==> src/hw/rtl/chd_queue.sv <==
module chd_queue #(
  parameter int WIDTH = 8
) (
  input  logic             clk,
  input  logic             rst,
  input  logic             push,
  input  logic [WIDTH-1:0] wdata,
  output logic             full,
  input  logic             pop,
  output logic [WIDTH-1:0] rdata,
  output logic             empty
);

  logic [WIDTH-1:0] slots [2];
  logic             wptr;
  logic             rptr;
  logic [1:0]       fill;

  assign full  = (fill == 2'd2);
  assign empty = (fill == 2'd0);
  assign rdata = slots[rptr];

  always_ff @(posedge clk) begin
    if (rst) begin
      wptr <= 1'b0;
      rptr <= 1'b0;
      fill <= 2'd0;
    end else begin
      if (push && !full) begin
        slots[wptr] <= wdata;
        wptr        <= ~wptr;
      end
      if (pop && !empty) begin
        rptr <= ~rptr;
      end
      fill <= fill + 2'((push && !full) ? 1 : 0) - 2'((pop && !empty) ? 1 : 0);
    end
  end

endmodule

==> config.mk <==
export PLATFORM = sky130hd
export DESIGN_NAME = chd_queue
export DESIGN_NICKNAME = d
export VERILOG_FILES = /design/src/hw/rtl/chd_queue.sv
export SDC_FILE = /design/constraint.sdc
export NUM_CORES = 1
export LEC_CHECK = 0
export ABC_AREA = 1
export BUFFER_PORTS_ARGS = -buffer_cell sky130_fd_sc_hd__buf_2
export CAP_MARGIN = 0
export CORE_MARGIN = 8
export CORE_UTILIZATION = 46
export CTS_CLUSTER_DIAMETER = 100
export DETAILED_ROUTE_END_ITERATION = 12
export PLACE_DENSITY_LB_ADDON = 0.15
export SLEW_MARGIN = 20
export SYNTH_ARGS = -nofsm -noshare
export SYNTH_HDL_FRONTEND = slang
export SYNTH_SLANG_ARGS = --single-unit
==> constraint.sdc <==
create_clock -name clk -period 1.9 [get_ports clk]
set_clock_uncertainty 0.15 [all_clocks]
set_input_delay 0 -clock clk [delete_from_list [all_inputs] [get_ports clk]]
set_output_delay 0 -clock clk [all_outputs]
set_load 0.1 [all_outputs]
## Word level (Yosys, flattened, before mapping)

Memories as Yosys holds them, arrays and structs flattened. A register that Yosys moved wholly into a read port is not among the register bits.
Index checks and enable logic that the tools add are counted.

- Register bits: 4
- Memory bits (writable): 16
- Bits of input ports: 12
- Output and inout port bits: 10
- Memories: 1

- Add/sub/neg operators: 2
- Eq/ne operators: 1
- Multiplexer cells: 7
- Bitwise gates (word level): 2
- Reduce and logical (&&, ||, !) cells: 5

Memory list:

| memory | depth | width | read ports | clocked after memory_dff | wr ports | line | source |
|---|---|---|---|---|---|---|---|
| slots | 2 | 8 | 1 | 1 | 1 | 14 | `logic [WIDTH-1:0] slots [2];` |

Operators with widths:

| operator | count |
|---|---|
| 2-to-1 mux 1 bit | 7 |
| adder 2 x 1 -> 2 bit | 1 |
| equality test 2 bit, second input constant | 1 |
| logical AND 1 bit | 2 |
| zero test 1 bit | 2 |
| zero test 2 bit | 1 |
| NOT 1 bit | 2 |
| subtractor 2 x 1 -> 2 bit | 1 |

## Logic depth before layout (Yosys ltp)

- Word-level depth: 6
- Mapped depth: 10
- Depth with buffers taken out: 10

## Least setup slack after synthesis

No wires, ideal clock.

- Path type: register to register
- Start: register fill[0]
- End: register fill[1]
- Arrival: 2.011 ns
- Required time: 1.635 ns
- Setup slack: -0.376 ns
- Cell stages (with the launch flop): 10
- Clock period less this slack: 2.276 ns
- Path through: dfxtp_1 > nor2_2 > nor2_4 > ha_1 > inv_1 > ha_1 > inv_1 > nand2_1 > a21oi_1 > nor2_1

- Elaborated cells between the ends (all ways): 10

RTL lines:

| what | line | source |
|---|---|---|
| start: declaration | 17 | `logic [1:0] fill;` |
| start signal: assignment | 36 | `fill <= fill + 2'((push && !full) ? 1 : 0) - 2'((pop && !empty) ? 1 : 0);` |
| zero test 2 bit | 20 | `assign empty = (fill == 2'd0);` |
| via empty | 11 | `output logic empty` |
| zero test 1 bit | 36 |  |
| logical AND 1 bit | 36 |  |
| 2-to-1 mux 1 bit | 36 |  |
| subtractor 2 x 1 -> 2 bit | 36 |  |

The timed path passes the listed nets, and every way through them passes these cells.
A chain may end at the register's enable or synchronous reset.

==> out/qor.txt <==
Share of cells above drive strength 1: 39.00%
DP Worst Slack: 291.4 ps
CTS tree: built
Htree depth: 1
Area grow syn2layout: 30.55%
First-pass GRT wire length: 2290 um
Clk buf depth: 2
Worst setup path category: flip-flop to output port
Input/output buffers: 21
Cts bufs inserted: 3
Slew HR: 58.03%
Placed inst area: 1018 sq um
Least-Margin Pin Slew: 627.2 ps
Distinct cell type count after synthesis: 14
Post-DP HPWL: 1018 um
Worst setup margin: 156.5 ps
GRT overflow: 0
Fin crit share: 91.76%
CTS sink count: 21
Min-Delay Path Class: input port to flip-flop
Cell count after placement: 112
Multi-input gate area: 260.3 sq um
Post-route ant nets: 0
Syn Nets: 79
Power Dens Cells: 1490 nW/um^2
Detailed-route via count: 547
Worst path required time: 1750 ps
Vias in the first global route: 564
Synthesized area per cell: 13.61 sq um
Reg area: 581.8 sq um
Worst-path maximum fanout: 8
WL/cell: 11.13 um
CP startpoint kind: flip-flop
YS warnings: 0
Die W: 59.85 um
Register area share after synthesis: 65.63%
CTS root buf: clkbuf_4
FMAX: 0.5736 GHz
Site row count: 16
# resized after CTS: 0
Reg clk slew, reported paths: 110 ps
First-pass DRT Iterations: 3
Die area: 3582 sq um
Core Area: 1882 sq um
Initial antenna violation count: 0
Min Hold Slack: 265.0 ps
Global placement routability congestion: 0.6837
GRT Util Overall: 8.682%
Slew Limit Fails: 0
Vias per std cell: 4.307
Largest net degree at the start of global routing: 12
Worst-Skew Late Latency: 280 ps
Seq cells post-synth: 21
Final wirelength: 1414 um
Cell Count, Final, Fillers Out: 127
Status: complete, no violations
Starting DRC count in detailed routing: 4
Nets: 115
Synth Cell Area: 884.6 sq um
Final Util: 61.37%
CP Data Arrival Time: 1590 ps
Critical path capture point type: output port
Maxcap violations: 0
Hold Fails Final Rpt: 0
DRC: 0
RSZ-0062 raised after global routing: false
Synth Instances: 65
Peak supply drop: 0.001221 V
Initial Utilization: 47.01%
Die height: 59.85 um
Post-Layout Inst Area: 1155 sq um
Setup violators final: 0
Num ports: 22
FILL cells: 166
Diodes inserted: 0
Tmin final: 1743 ps
Leakage: 0.4990 nW
state kept, by name (all words and copies together) (netlist names), named ones only:
register  count
fill          2
rptr          1
slots        16
wptr          1
routing by layer:
layer,wire [um],vias up,GRT usage (%)
met4,13,0,4.082
met2,749,13,16.92
met3,103,2,2.796
met5,0,-,0
met1,547,246,7.692
li1,-,286,-
timing repair:
action,CTS,global route
endpoints found under the hold margin,21,0
buffers inserted,0,0
hold buffers,11,0
cell type report:
cell class | count | share of cell area [%]
multi-input cells | 33 | 22.54
inverters | 10 | 3.250
well taps | 27 | 2.925
clock buffers | 4 | 2.275
flip-flops and latches | 21 | 50.38
repair buffers | 32 | 18.63
metrics by stage:
stage	setup TNS, ps	total power, W
2_1_floorplan	-438.1	0.001426
3_3_place_gp	0	0.001521
3_5_place_dp	0	0.001527
4_1_cts	0	0.001743
5_1_grt	0	0.001811
6_report	0	0.001721
cells by family after synthesis:
family / synth area share (%)
AND/OR/NAND/NOR: 10.75
AO/OA/AOI/OAI: 1.697
buffers and inverters: 5.515
flip-flops: 65.63
multiplexers: 13.58
adder cells (fa/ha/maj): 2.828
synth_stat cells:
cell type  count  share of area [%]
edfxtp_1      16                 54
inv_1          9                3.8
mux2_4         8                 14
nand2_1        7                3.0
nor2_1         6                2.5
dfxtp_1        5                 11
nor2_2         4                2.8
ha_1           2                2.8
nand3_1        2                1.1
o21ai_1        2                1.1
a21oi_1        1               0.57
buf_6          1                1.3
inv_2          1               0.42
nor2_4         1                1.3
report_power, final:
group	internal (W)	switching, W	total, W
Sequential	0.000570	0.0000709	0.000641
Combinational	0.000218	0.000664	0.000882
Clock	0.0000814	0.000117	0.000199
Total	0.000869	0.000852	0.00172
worst paths after layout:
path                   endpoint                from  slack [ps]  cells past startpoint
max                    rdata[5]           flip-flop         160                      2
min reg2reg   rptr$_SDFFE_PP0P_   rptr$_SDFFE_PP0P_         370                      2
max reg2reg  fill[1]$_SDFF_PP0_  fill[1]$_SDFF_PP0_         290                     10
min          fill[0]$_SDFF_PP0_                 rst         270                      3
cell usage in the layout, fill, tap and decap left out:
cell           instances
dfxtp_2                1
a21oi_1                1
dfxtp_1                4
buf_2                 21
nor2_4                 2
o21ai_1                2
ha_1                   2
edfxtp_1              16
clkbuf_4               3
dlygate4sd3_1         11
inv_1                  9
nor2_2                 3
nand3_1                2
clkbuf_1               1
mux2_4                 8
inv_2                  1
nor2_1                 6
nand2_1                7
critical path: stages (launching register included):
cell	delay, ps
dfxtp_1	650
mux2_4	240
buf_2	420
Power figures use the tool's default switching activity.
