$ cat src/hw/rtl/chd_pkg.sv
package chd_pkg;

  localparam int MAX_BUCKETS_DEF = 64;
  localparam int CHAIN_DEPTH_DEF = 8;
  localparam int VALUE_WIDTH_DEF = 32;

  localparam int KEY_WIDTH   = 64;
  localparam int CFG_WIDTH   = 7;
  localparam int COUNT_WIDTH = 10;

  localparam logic [CFG_WIDTH-1:0] BUCKET_COUNT_RESET = 7'd64;

  typedef enum logic [1:0] {
    ACT_PUT     = 2'd0,
    ACT_LOOKUP  = 2'd1,
    ACT_REPLACE = 2'd2,
    ACT_REMOVE  = 2'd3
  } action_t;

  typedef enum logic [1:0] {
    ST_OK      = 2'd0,
    ST_FULL    = 2'd1,
    ST_DUP     = 2'd2,
    ST_MISSING = 2'd3
  } status_t;

  typedef enum logic [1:0] {
    F_IDLE,
    F_DIV,
    F_PUSH
  } front_state_t;

  typedef enum logic [3:0] {
    B_CLEAR,
    B_IDLE,
    B_LEN,
    B_SCAN,
    B_ACT,
    B_SHIFT_RD,
    B_SHIFT_WR,
    B_DONE
  } back_state_t;

  typedef struct packed {
    logic clearing;
    logic idle;
  } back_status_t;

endpackage

$ cat src/hw/rtl/chd_front.sv
module chd_front import chd_pkg::*; #(
  parameter int MAX_BUCKETS = MAX_BUCKETS_DEF,
  parameter int VALUE_WIDTH = VALUE_WIDTH_DEF,
  localparam int BW = (MAX_BUCKETS > 1) ? $clog2(MAX_BUCKETS) : 1,
  localparam int EW = 2 + KEY_WIDTH + VALUE_WIDTH + BW
) (
  input  logic                   clk,
  input  logic                   rst,
  input  logic                   in_push,
  input  logic [1:0]             in_action,
  input  logic [KEY_WIDTH-1:0]   in_key,
  input  logic [VALUE_WIDTH-1:0] in_value,
  output logic                   busy,
  input  logic [CFG_WIDTH-1:0]   bucket_count,
  output logic                   q_push,
  output logic [EW-1:0]          q_data,
  input  logic                   q_full
);

  front_state_t           state;
  front_state_t           state_next;
  logic [1:0]             action;
  logic [KEY_WIDTH-1:0]   key;
  logic [VALUE_WIDTH-1:0] value;
  logic [CFG_WIDTH-1:0]   rem;
  logic [5:0]             bit_idx;
  logic [CFG_WIDTH-1:0]   n_eff;
  logic [CFG_WIDTH:0]     trial;

  always_comb begin
    if (bucket_count == '0) begin
      n_eff = CFG_WIDTH'(1);
    end else if (32'(bucket_count) > MAX_BUCKETS) begin
      n_eff = CFG_WIDTH'(MAX_BUCKETS);
    end else begin
      n_eff = bucket_count;
    end
  end

  // one restoring step of key mod n per cycle, MSB first
  assign trial = {rem, key[bit_idx]};

  assign busy   = (state != F_IDLE);
  assign q_push = (state == F_PUSH);
  assign q_data = {action, key, value, BW'(rem)};

  always_ff @(posedge clk) begin
    if (rst) begin
      state <= F_IDLE;
    end else begin
      state <= state_next;
    end
  end

  always_comb begin
    state_next = state;
    unique case (state)
      F_IDLE: if (in_push) state_next = F_DIV;
      F_DIV:  if (bit_idx == 6'd0) state_next = F_PUSH;
      F_PUSH: if (!q_full) state_next = F_IDLE;
      default: state_next = F_IDLE;
    endcase
  end

  always_ff @(posedge clk) begin
    case (state)
      F_IDLE: begin
        if (in_push) begin
          action  <= in_action;
          key     <= in_key;
          value   <= in_value;
          rem     <= '0;
          bit_idx <= 6'd63;
        end
      end
      F_DIV: begin
        if (trial >= {1'b0, n_eff}) begin
          rem <= CFG_WIDTH'(trial - {1'b0, n_eff});
        end else begin
          rem <= CFG_WIDTH'(trial);
        end
        bit_idx <= bit_idx - 6'd1;
      end
      default: begin
      end
    endcase
  end

endmodule

$ cat config.mk
export PLATFORM = sky130hd
export DESIGN_NAME = chd_front
export DESIGN_NICKNAME = d
export VERILOG_FILES = /design/src/hw/rtl/chd_pkg.sv /design/src/hw/rtl/chd_front.sv
export SDC_FILE = /design/constraint.sdc
export NUM_CORES = 1
export LEC_CHECK = 0
export BUFFER_PORTS_ARGS = -buffer_cell sky130_fd_sc_hd__buf_4
export CAP_MARGIN = 20
export CORE_UTILIZATION = 35
export CTS_CLUSTER_SIZE = 10
export DETAILED_ROUTE_END_ITERATION = 10
export SYNTH_ARGS = -nofsm -noshare
export SYNTH_HDL_FRONTEND = slang
export SYNTH_SLANG_ARGS = --single-unit
$ cat constraint.sdc
create_clock -name clk -period 10.4 [get_ports clk]
set_clock_uncertainty 0.15 [all_clocks]
set_input_delay 0.52 -clock clk [delete_from_list [all_inputs] [get_ports clk]]
set_output_delay 0.52 -clock clk [all_outputs]
set_load 0.005 [all_outputs]
-- Word-level counts from Yosys, hierarchy flattened
Index checks and enable logic that the tools add are counted.
- bits in read-only memories: 0
- flip-flop bits (word level): 113
- latch bits: 0
- memories: 0
- bits in writable memories: 0
- input bits: 109
- mux-type cells: 13
- add/sub/neg operators: 2
- multiply operators: 0
- bitwise logic cells: 0
- reductions and logical operators: 8
- eq/ne operators: 5
- shift operators: 0
- order comparisons: 3
- divide/modulo/power cells: 0
- operators with widths (cell ; count):
    2-to-1 mux 7 bit ; 4
    one-hot mux 7 bit (2 select lines) ; 1
    one-hot mux 6 bit (2 select lines) ; 1
    greater-or-equal comparator 8 x 7 -> 1 bit ; 1
    greater-than comparator 7 bit, second input constant ; 1
    zero test 7 bit ; 1
    less-than comparator 6 x 7 -> 1 bit, second input constant ; 1
    subtractor 7 bit ; 1
    binary-select mux 1 bit (select 6 bit) ; 1
    zero test 6 bit ; 1
    2-to-1 mux 2 bit ; 3
    2-to-1 mux 6 bit ; 1
    inequality test 2 bit, second input constant ; 3
    one-hot mux 2 bit (3 select lines) ; 1
    subtractor 6 x 1 -> 6 bit, second input constant ; 1
    AND reduction 2 bit ; 2
    nonzero test 2 bit ; 2
    AND reduction 3 bit ; 1
    equality test 2 x 1 -> 1 bit, second input constant ; 1
    equality test 2 bit, second input constant ; 1
    zero test 2 bit ; 1
    2-to-1 mux 1 bit ; 1

-- Depth between registers and ports, before layout
Gate-level depths: netlist (run 1).
- word-level depth: 6
- gate-level depth with buffers: 17
- depth with buffers taken out: 15

-- Worst setup path before layout (run 1)
OpenSTA, ideal clock, no wires.
- kind: register -> register
- start: register state[1]
- end: register action[0], enable pin
- buffers on the path: 0
- arrival: 4.723 ns
- setup slack: 4.972 ns
- data required time: 9.695 ns
- cell stages (with the launch flop): 3
- period minus slack after synthesis: 5.428 ns
- cell sequence: dfxtp_1 -> or2_2 -> nor2_1
- word-level cells in the longest chain between the ends: 2
- ends and longest elaborated chain (what ; line ; source):
    from (decl) ; chd_front.sv:20 ; front_state_t state;
    from (signal assigned) ; chd_front.sv:51 ; state <= state_next;
    zero test 2 bit ; chd_front.sv:66 ; case (state)
    AND reduction 2 bit (no source line) ; -- ;
    to (signal assigned) ; chd_front.sv:69 ; action <= in_action;
    to (decl) ; chd_front.sv:22 ; logic [1:0] action;
No other way between the ends.
A chain may end at the register's enable or synchronous reset.

-- Worst setup path in the final report (run 1)
- start: register bit_idx[0]
- end: register rem[0], data pin
- word-level cells in the longest chain between the ends: 5
- elaborated cells on any way between the ends: 6
- ends and longest elaborated chain (what ; line ; source):
    from (decl) ; chd_front.sv:26 ; logic [5:0] bit_idx;
    from (signal assigned) ; chd_front.sv:82 ; bit_idx <= bit_idx - 6'd1;
    binary-select mux 1 bit (select 6 bit) (*) ; chd_front.sv:41 ; assign trial = {rem, key[bit_idx]};
    2-to-1 mux 1 bit (not written as such) (*) ; chd_front.sv:41 ;
    subtractor 7 bit or greater-or-equal comparator 8 x 7 -> 1 bit (tied branches) ; chd_front.sv:78, chd_front.sv:77 ;
    2-to-1 mux 7 bit (*) ; chd_front.sv:77 ; if (trial >= {1'b0, n_eff}) begin
    one-hot mux 7 bit (2 select lines) (*) ; chd_front.sv:66 ;
    to (signal assigned) ; chd_front.sv:78 ; rem <= CFG_WIDTH'(trial - {1'b0, n_eff});
    to (signal assigned) ; chd_front.sv:80 ; rem <= CFG_WIDTH'(trial);
    to (decl) ; chd_front.sv:25 ; logic [CFG_WIDTH-1:0] rem;
Mark *: on every way between the ends. The rest lies on a longest branch, timed or not. The select of a mux whose other input is x is not followed.

==> metrics.txt, run 1 <==
status=finished clean; min-delay worst type=in -> reg; Critical R2R Capture=rem[0]; Max Transition Viols Final=0; Slew HR=53.4%; Row Count=between 40 and 50; placed wire-length estimate=between 8000 and 9000 um; EDFF count, synth=about 110; R2R Setup Slk=around 6 ns; Final Util=55.0%; CTS Buf Count=17; # DRC=0; clk sinks=between 100 and 150; final number of hold-violating endpoints=0; Internal Dissipation=around 1.1 mW; largest net degree at the start of global routing=52; cts hold-fix bufs=0; Mapped Area=around 0.0047 sq mm; yosys synthesis warning count=0; Reg power frac=between 40 and 50%; CP startpoint=bit_idx[0]; Max Cap Viol=0; Die Span X=117 um; initial antenna violation count=0; post-cts gate resize count=0; CTS H-tree lvls=4; worst r2r path cells=15; area grow syn2layout=51.3%; Final nets=just over 600; crit path cell chain=buf_4, mux4_1, a22oi_1, a31oi_1, o22ai_1, ha_1, inv_1, fa_1, a21o_1, a21oi_1, nor2_1, o21a_1, o32ai_4, mux2_2, nor2_1; Post-Syn Instances=around 270; Placer Congestion=between 0.7 and 0.8; Synth area leaders=edfxtp_1, mux4_1, mux2i_1, ha_1, nor2_1; Max stage delay cell, worst path=edfxtp_1; Power Density=192 mW/mm^2; sequential cell area fraction in the yosys report=between 70 and 80%; Final setup viols=0; crit-path max FO=13; clock-pin transition on the worst setup and hold timing paths=0.05 ns; CP dominant cell by count=nor2_1; global-route wire length before repair=18,000 um; drt via density=roughly 4.7; diodes inserted=0; synthesized flop and latch total=approximately 110; DRT antenna net count=0; Iter 0 DRT Violations=about 110; total number of vias=approximately 3,200; Worst EP required=between 10 and 15 ns; Synth top cells by count=edfxtp_1, nor2_1, nand2_1, mux2i_1, mux4_1; Comb power frac=between 10% and 20%; core area=approximately 0.013 sq mm; most frequent cell after synthesis=edfxtp_1; setup slack after layout=roughly 6 ns; Die Height=between 100 and 150 um; P_leak=between 2 and 3 nW; synthesized area per cell=approximately 17 sq um; fin crit share=between 40% and 50%; share of layout cells above drive strength 1=50.1%; WS Path Type=reg -> reg; Routed WL=~12,000 um; RSZ-0062 raised after global routing=no; Post-CTS Setup Inserts=0; die area=around 0.014 sq mm; Fmax=between 200 and 250 MHz; ys async rst share=0%; CTS tree=yes; Clock Tree Root=clkbuf_16; Setup crit end=rem[0]; Remaining Overflow, GRT=0; Clock power frac=between 40% and 50%; post-synthesis net count=~390; Period minus WS final=between 4 and 5 ns; insertion delay to the later sink of the worst-skew pair=~0.40 ns; Setup WS pre-CTS=5.83 ns; CP max stage delay=approximately 0.73 ns; setup total negative slack=0 ns; crit path DAT=between 4 and 5 ns; top cell type's share of synthesized area=71.5%; clock buffer depth=2; routed len/inst=between 15 and 20 um; Initial Util=between 30% and 40%; Most used DFF post-synth=edfxtp_1; Worst R2R Start=bit_idx[0]; worst slew pin tran=roughly 0.7 ns; Detailed Routing Iterations Pass 1=4; # fillers=about 1,100; I/O pins=around 220; gr usage total=approximately 18%; Sw Ratio=20.8%; Worst Setup Start Kind=flip-flop; VDD IR max=~170 uV; IO buf count=roughly 210; biggest area consumer among synthesized cells=edfxtp_1; post-synth cell types=42; vias in the first global route=between 3,000 and 4,000; Net Sw Power=0.282 mW; CP endpoint kind=flip-flop
-- logic make-up after synthesis --
family,Yosys count,share of synthesized area [%]
multiplexers,26,9.64
AO/OA/AOI/OAI,29,4.78
adder cells (fa/ha/maj),9,2.58
buffers and inverters,22,3.30
XOR/XNOR,4,0.752
flip-flops,113,72.4
AND/OR/NAND/NOR,66,6.55
-- sequential cells by signal, summed over array words and instances, names as in the netlist --
register	count
action	2
bit_idx	6
key	64
rem	7
state	2
value	32
-- worst max-delay path: cells and delay by family, from the launching register on --
family | cells | cell delay (ns)
flip-flops | 1 | 0.73
AND/OR/NAND/NOR | 2 | 0.15
multiplexers | 2 | 0.97
buffers and inverters | 2 | 0.39
AO/OA/AOI/OAI | 7 | 1.42
adder cells (fa/ha/maj) | 2 | 0.58
-- metrics by stage --
stage               instance area [sq um]  hold slack, ns  std cells  power, mW
finish                               7050           0.131        677       1.36
global route                         7050           0.114        677       1.40
CTS                                  7050           0.110        677       1.37
detailed placement                   6400           0.327        646      0.725
global placement                     6390           0.311        645      0.721
floorplan                            4660           0.287        269      0.644
-- power groups by stage --
stage	registers (mW)	clock network, mW	logic (mW)
after floorplan	0.562	0	0.0820
after detailed placement	0.563	0	0.162
after CTS	0.555	0.649	0.163
after global placement	0.563	0	0.158
after global routing	0.558	0.668	0.174
final	0.554	0.641	0.161
-- layout make-up --
cell class / count / area (sq um) / share of cell area [%]
clock buffer: 19 / 433 / 6.14
tap: 172 / 215 / 3.05
inverter: 9 / 33.8 / 0.479
multi-input combinational: 134 / 1140 / 16.2
clock inverter: 12 / 214 / 3.04
timing repair buffer: 218 / 1640 / 23.3
sequential: 113 / 3370 / 47.9
-- worst min-delay path by stage --
stage	startpoint	endpoint	slack, ns	cells after the start
3_5_place_dp	state[1]	state[0]	0.33	1
2_1_floorplan	state[1]	state[0]	0.29	1
6_report	rst	state[1]	0.13	2
4_1_cts	rst	state[1]	0.11	2
5_1_grt	in_key[19]	key[19]	0.11	1
3_3_place_gp	state[1]	state[0]	0.31	1
-- routing by layer --
layer	routed length, um	vias up	part of all wire [%]	GRT usage [%]
met1	4220	1522	36	17.0
li1	-	1503	-	-
met4	325	0	2.7	9.82
met3	1090	24	9.2	8.22
met2	6230	152	53	30.6
met5	0	-	0	0
-- layout by cell type (no fill, tap or decap), types with 3 or more instances in the layout --
cell       Yosys  final
clkinv_2       0      3
buf_4          8    217
nor4_1         3      3
a22oi_1        3      3
nor3_1         6      6
a21o_1         4      4
nand2b_1       3      3
nand2_1       16     16
bufinv_16      0      6
nor2b_1        4      4
clkbuf_16      0     17
mux2i_1       13     13
nor2_1        23     22
mux4_1        10     10
ha_1           8      8
inv_1          9      9
edfxtp_1     111    111
nand3_1        4      4
a21oi_1        7      7
No activity file was read; power rests on OpenSTA's default activity.
==> run 2: changes to the inputs <==
Clock period 10.4 ns to 4.3 ns, I/O delays scaled along.
==> metrics.txt, run 2 (synthesized netlist as in run 1, its figures left out) <==
register area=0.00337 sq mm (unchanged); Max Cap Viol=0 (unchanged); clock buffer depth=2 (unchanged); Max Transition Viols Final=0 (unchanged); Fmax=246 MHz (was 220 MHz); Worst Setup Start Kind=flip-flop (unchanged); vias in the first global route=3,936 (was 3,443); die area=0.0138 sq mm (unchanged); met3 usage=6.81% (was 8.22%); global-route wire length before repair=20,700 um (was 18,000 um); met2 GRT Util=35.1% (was 30.6%); Placer Congestion=0.762 (was 0.769); CTS Buf Count=17 (unchanged); CTS H-tree lvls=4 (unchanged); setup total negative slack=0 ns (unchanged); placed wire-length estimate=9050 um (was 8980 um); # DRC=0 (unchanged); crit path DAT=4.19 ns (was 4.66 ns); most flop-heavy register=key (unchanged); clk sinks=113 (unchanged); share of layout cells above drive strength 1=42.3% (was 50.1%); area grow syn2layout=71.6% (was 51.3%); CP endpoint kind=flip-flop (unchanged); worst slew pin tran=0.674 ns (was 0.699 ns); RSZ-0062 raised after global routing=no (unchanged); Clock Tree Root=clkbuf_16 (unchanged); most frequent cells in the layout=buf_4, edfxtp_1, dlygate4sd3_1 (was buf_4, edfxtp_1, nor2_1); min-delay worst type=reg -> reg (was in -> reg); Power Density=388 mW/mm^2 (was 192 mW/mm^2); crit path cell chain=buf_6, mux4_1, a211oi_1, a221oi_1, o22ai_1, ha_1, inv_1, fa_1, a21o_1, a21oi_1, nor2_1, o21a_1, o32ai_4, mux2_2, nor2_1 (was buf_4, mux4_1, a22oi_1, a31oi_1, o22ai_1, ha_1, inv_1, fa_1, a21o_1, a21oi_1, nor2_1, o21a_1, o32ai_4, mux2_2, nor2_1); Max stage delay cell, worst path=mux4_1 (was edfxtp_1); commonest non-fill, non-tap cell in the layout=buf_4 (unchanged); routed len/inst=17.2 um (was 17.5 um); GRT met1 Usage=22.0% (was 17.0%); total number of vias=3,608 (was 3,201); Pwr Total=3.10 mW (was 1.36 mW); initial antenna violation count=0 (unchanged); P_leak=3.37 nW (was 2.98 nW); status=finished clean (unchanged); Final setup viols=0 (unchanged); clock-pin transition on the worst setup and hold timing paths=0.05 ns (about the same); IO buf count=214 (unchanged); Final Util=62.4% (was 55.0%); Initial Util=36.3% (unchanged); Worst EP required=4.41 ns (was 10.51 ns); CTS tree=yes (unchanged); Routed WL=13,400 um (was 11,900 um); core area=0.0128 sq mm (unchanged); CP startpoint=bit_idx[0] (unchanged); drt via density=4.61 (was 4.73); DRT antenna net count=0 (unchanged); CP top delay family=compound AO/OA/AOI/OAI gates (unchanged); I/O pins=215 (unchanged); crit-path max FO=11 (was 13); largest net degree at the start of global routing=54 (was 52); CP max stage delay=0.56 ns (was 0.73 ns); Detailed Routing Iterations Pass 1=4 (unchanged); Remaining Overflow, GRT=0 (unchanged); Final nets=716 (was 611); fin crit share=94.7% (was 43.7%); worst hold path startpoint=state[1] (was rst); biggest regs=key (64), value (32), rem (7) (unchanged); Row Count=41 (unchanged); # fillers=942 (was 1,076); gr usage total=20.1% (was 17.6%); final number of hold-violating endpoints=0 (unchanged); Period minus WS final=4.07 ns (was 4.54 ns); Multi-input gate area=0.00114 sq mm (about the same); CP dominant cell by count=nor2_1 (unchanged); Worst R2R Start=bit_idx[0] (unchanged); Die Span X=117 um (unchanged); insertion delay to the later sink of the worst-skew pair=0.41 ns (was 0.40 ns); GR peak layer=met2 (unchanged); flip-flop count of the largest register after layout=64 (unchanged); WS Path Type=reg -> reg (unchanged); VDD IR max=296 uV (was 167 uV); Iter 0 DRT Violations=169 (was 112); Die Height=117 um (unchanged); Slew HR=55.0% (was 53.4%); diodes inserted=0 (unchanged); worst path bufs/invs=2 (unchanged)
==> run 2: cell count changes in the layout (fill, tap and decap cells not counted), sizes merged <==
cell | previous run | this run
clkbuf | 19 | 17
buf | 218 | 222
clkinv | 4 | 9
bufinv | 6 | 1
clkinvlp | 2 | 4
dlygate4sd3 | 0 | 101
==> run 2: timing repair <==
action	4_1_cts	5_1_grt
endpoints found under the hold margin	100	0
hold buffers	101	0
setup endpoints to repair	0	5
setup buffers	0	1
resized for setup	0	2
==> run 2: per-stage QoR <==
step,setup slack (ns),cell area [sq um],hold slack (ns),cells
floorplan,0.526,4660,0.137,269
global placement,0.204,6410,0.239,648
detailed placement,0.139,6420,0.240,649
CTS,0.116,7980,0.325,781
global route,0.0101,8000,0.356,782
finish,0.228,8000,0.329,782
==> run 2: area by class of cell <==
cell class                 instances  area share [%]
sequential                       113            42.2
inverter                           9           0.422
multi-input combinational        134            14.3
timing repair buffer             323            33.6
tap                              172            2.69
clock buffer                      17            5.32
clock inverter                    14            1.50
==> run 2: final timing paths <==
kind	slack, ns	end	cells after the start
worst max-delay path	0.23	rem[0]	15
worst min-delay path	0.33	state[0]	1
worst max register to register	0.23	rem[0]	15
worst min register to register	0.33	state[0]	1
==> run 2: metal layers <==
layer  part of all wire, %  wire [um]  vias to the layer above
li1                      -          -                     1713
met1                    39       5190                     1713
met2                    52       6970                      164
met3                   7.2        962                       18
met4                   2.3        309                        0
met5                     0          0                        -
==> run 2: report_power, final <==
| group | switching, mW | internal (mW) |
|---|---|---|
| Sequential | 0.0418 | 1.30 |
| Clock | 0.499 | 0.785 |
| Combinational | 0.189 | 0.290 |
==> run 2: worst reg2reg max path, stage by stage (launching register included) <==
cell and delay (ns):
edfxtp_1 0.36, buf_6 0.19, mux4_1 0.56, a211oi_1 0.26, a221oi_1 0.10, o22ai_1 0.26, ha_1 0.18, inv_1 0.06
fa_1 0.40, a21o_1 0.18, a21oi_1 0.22, nor2_1 0.06, o21a_1 0.22, o32ai_4 0.26, mux2_2 0.39, nor2_1 0.08
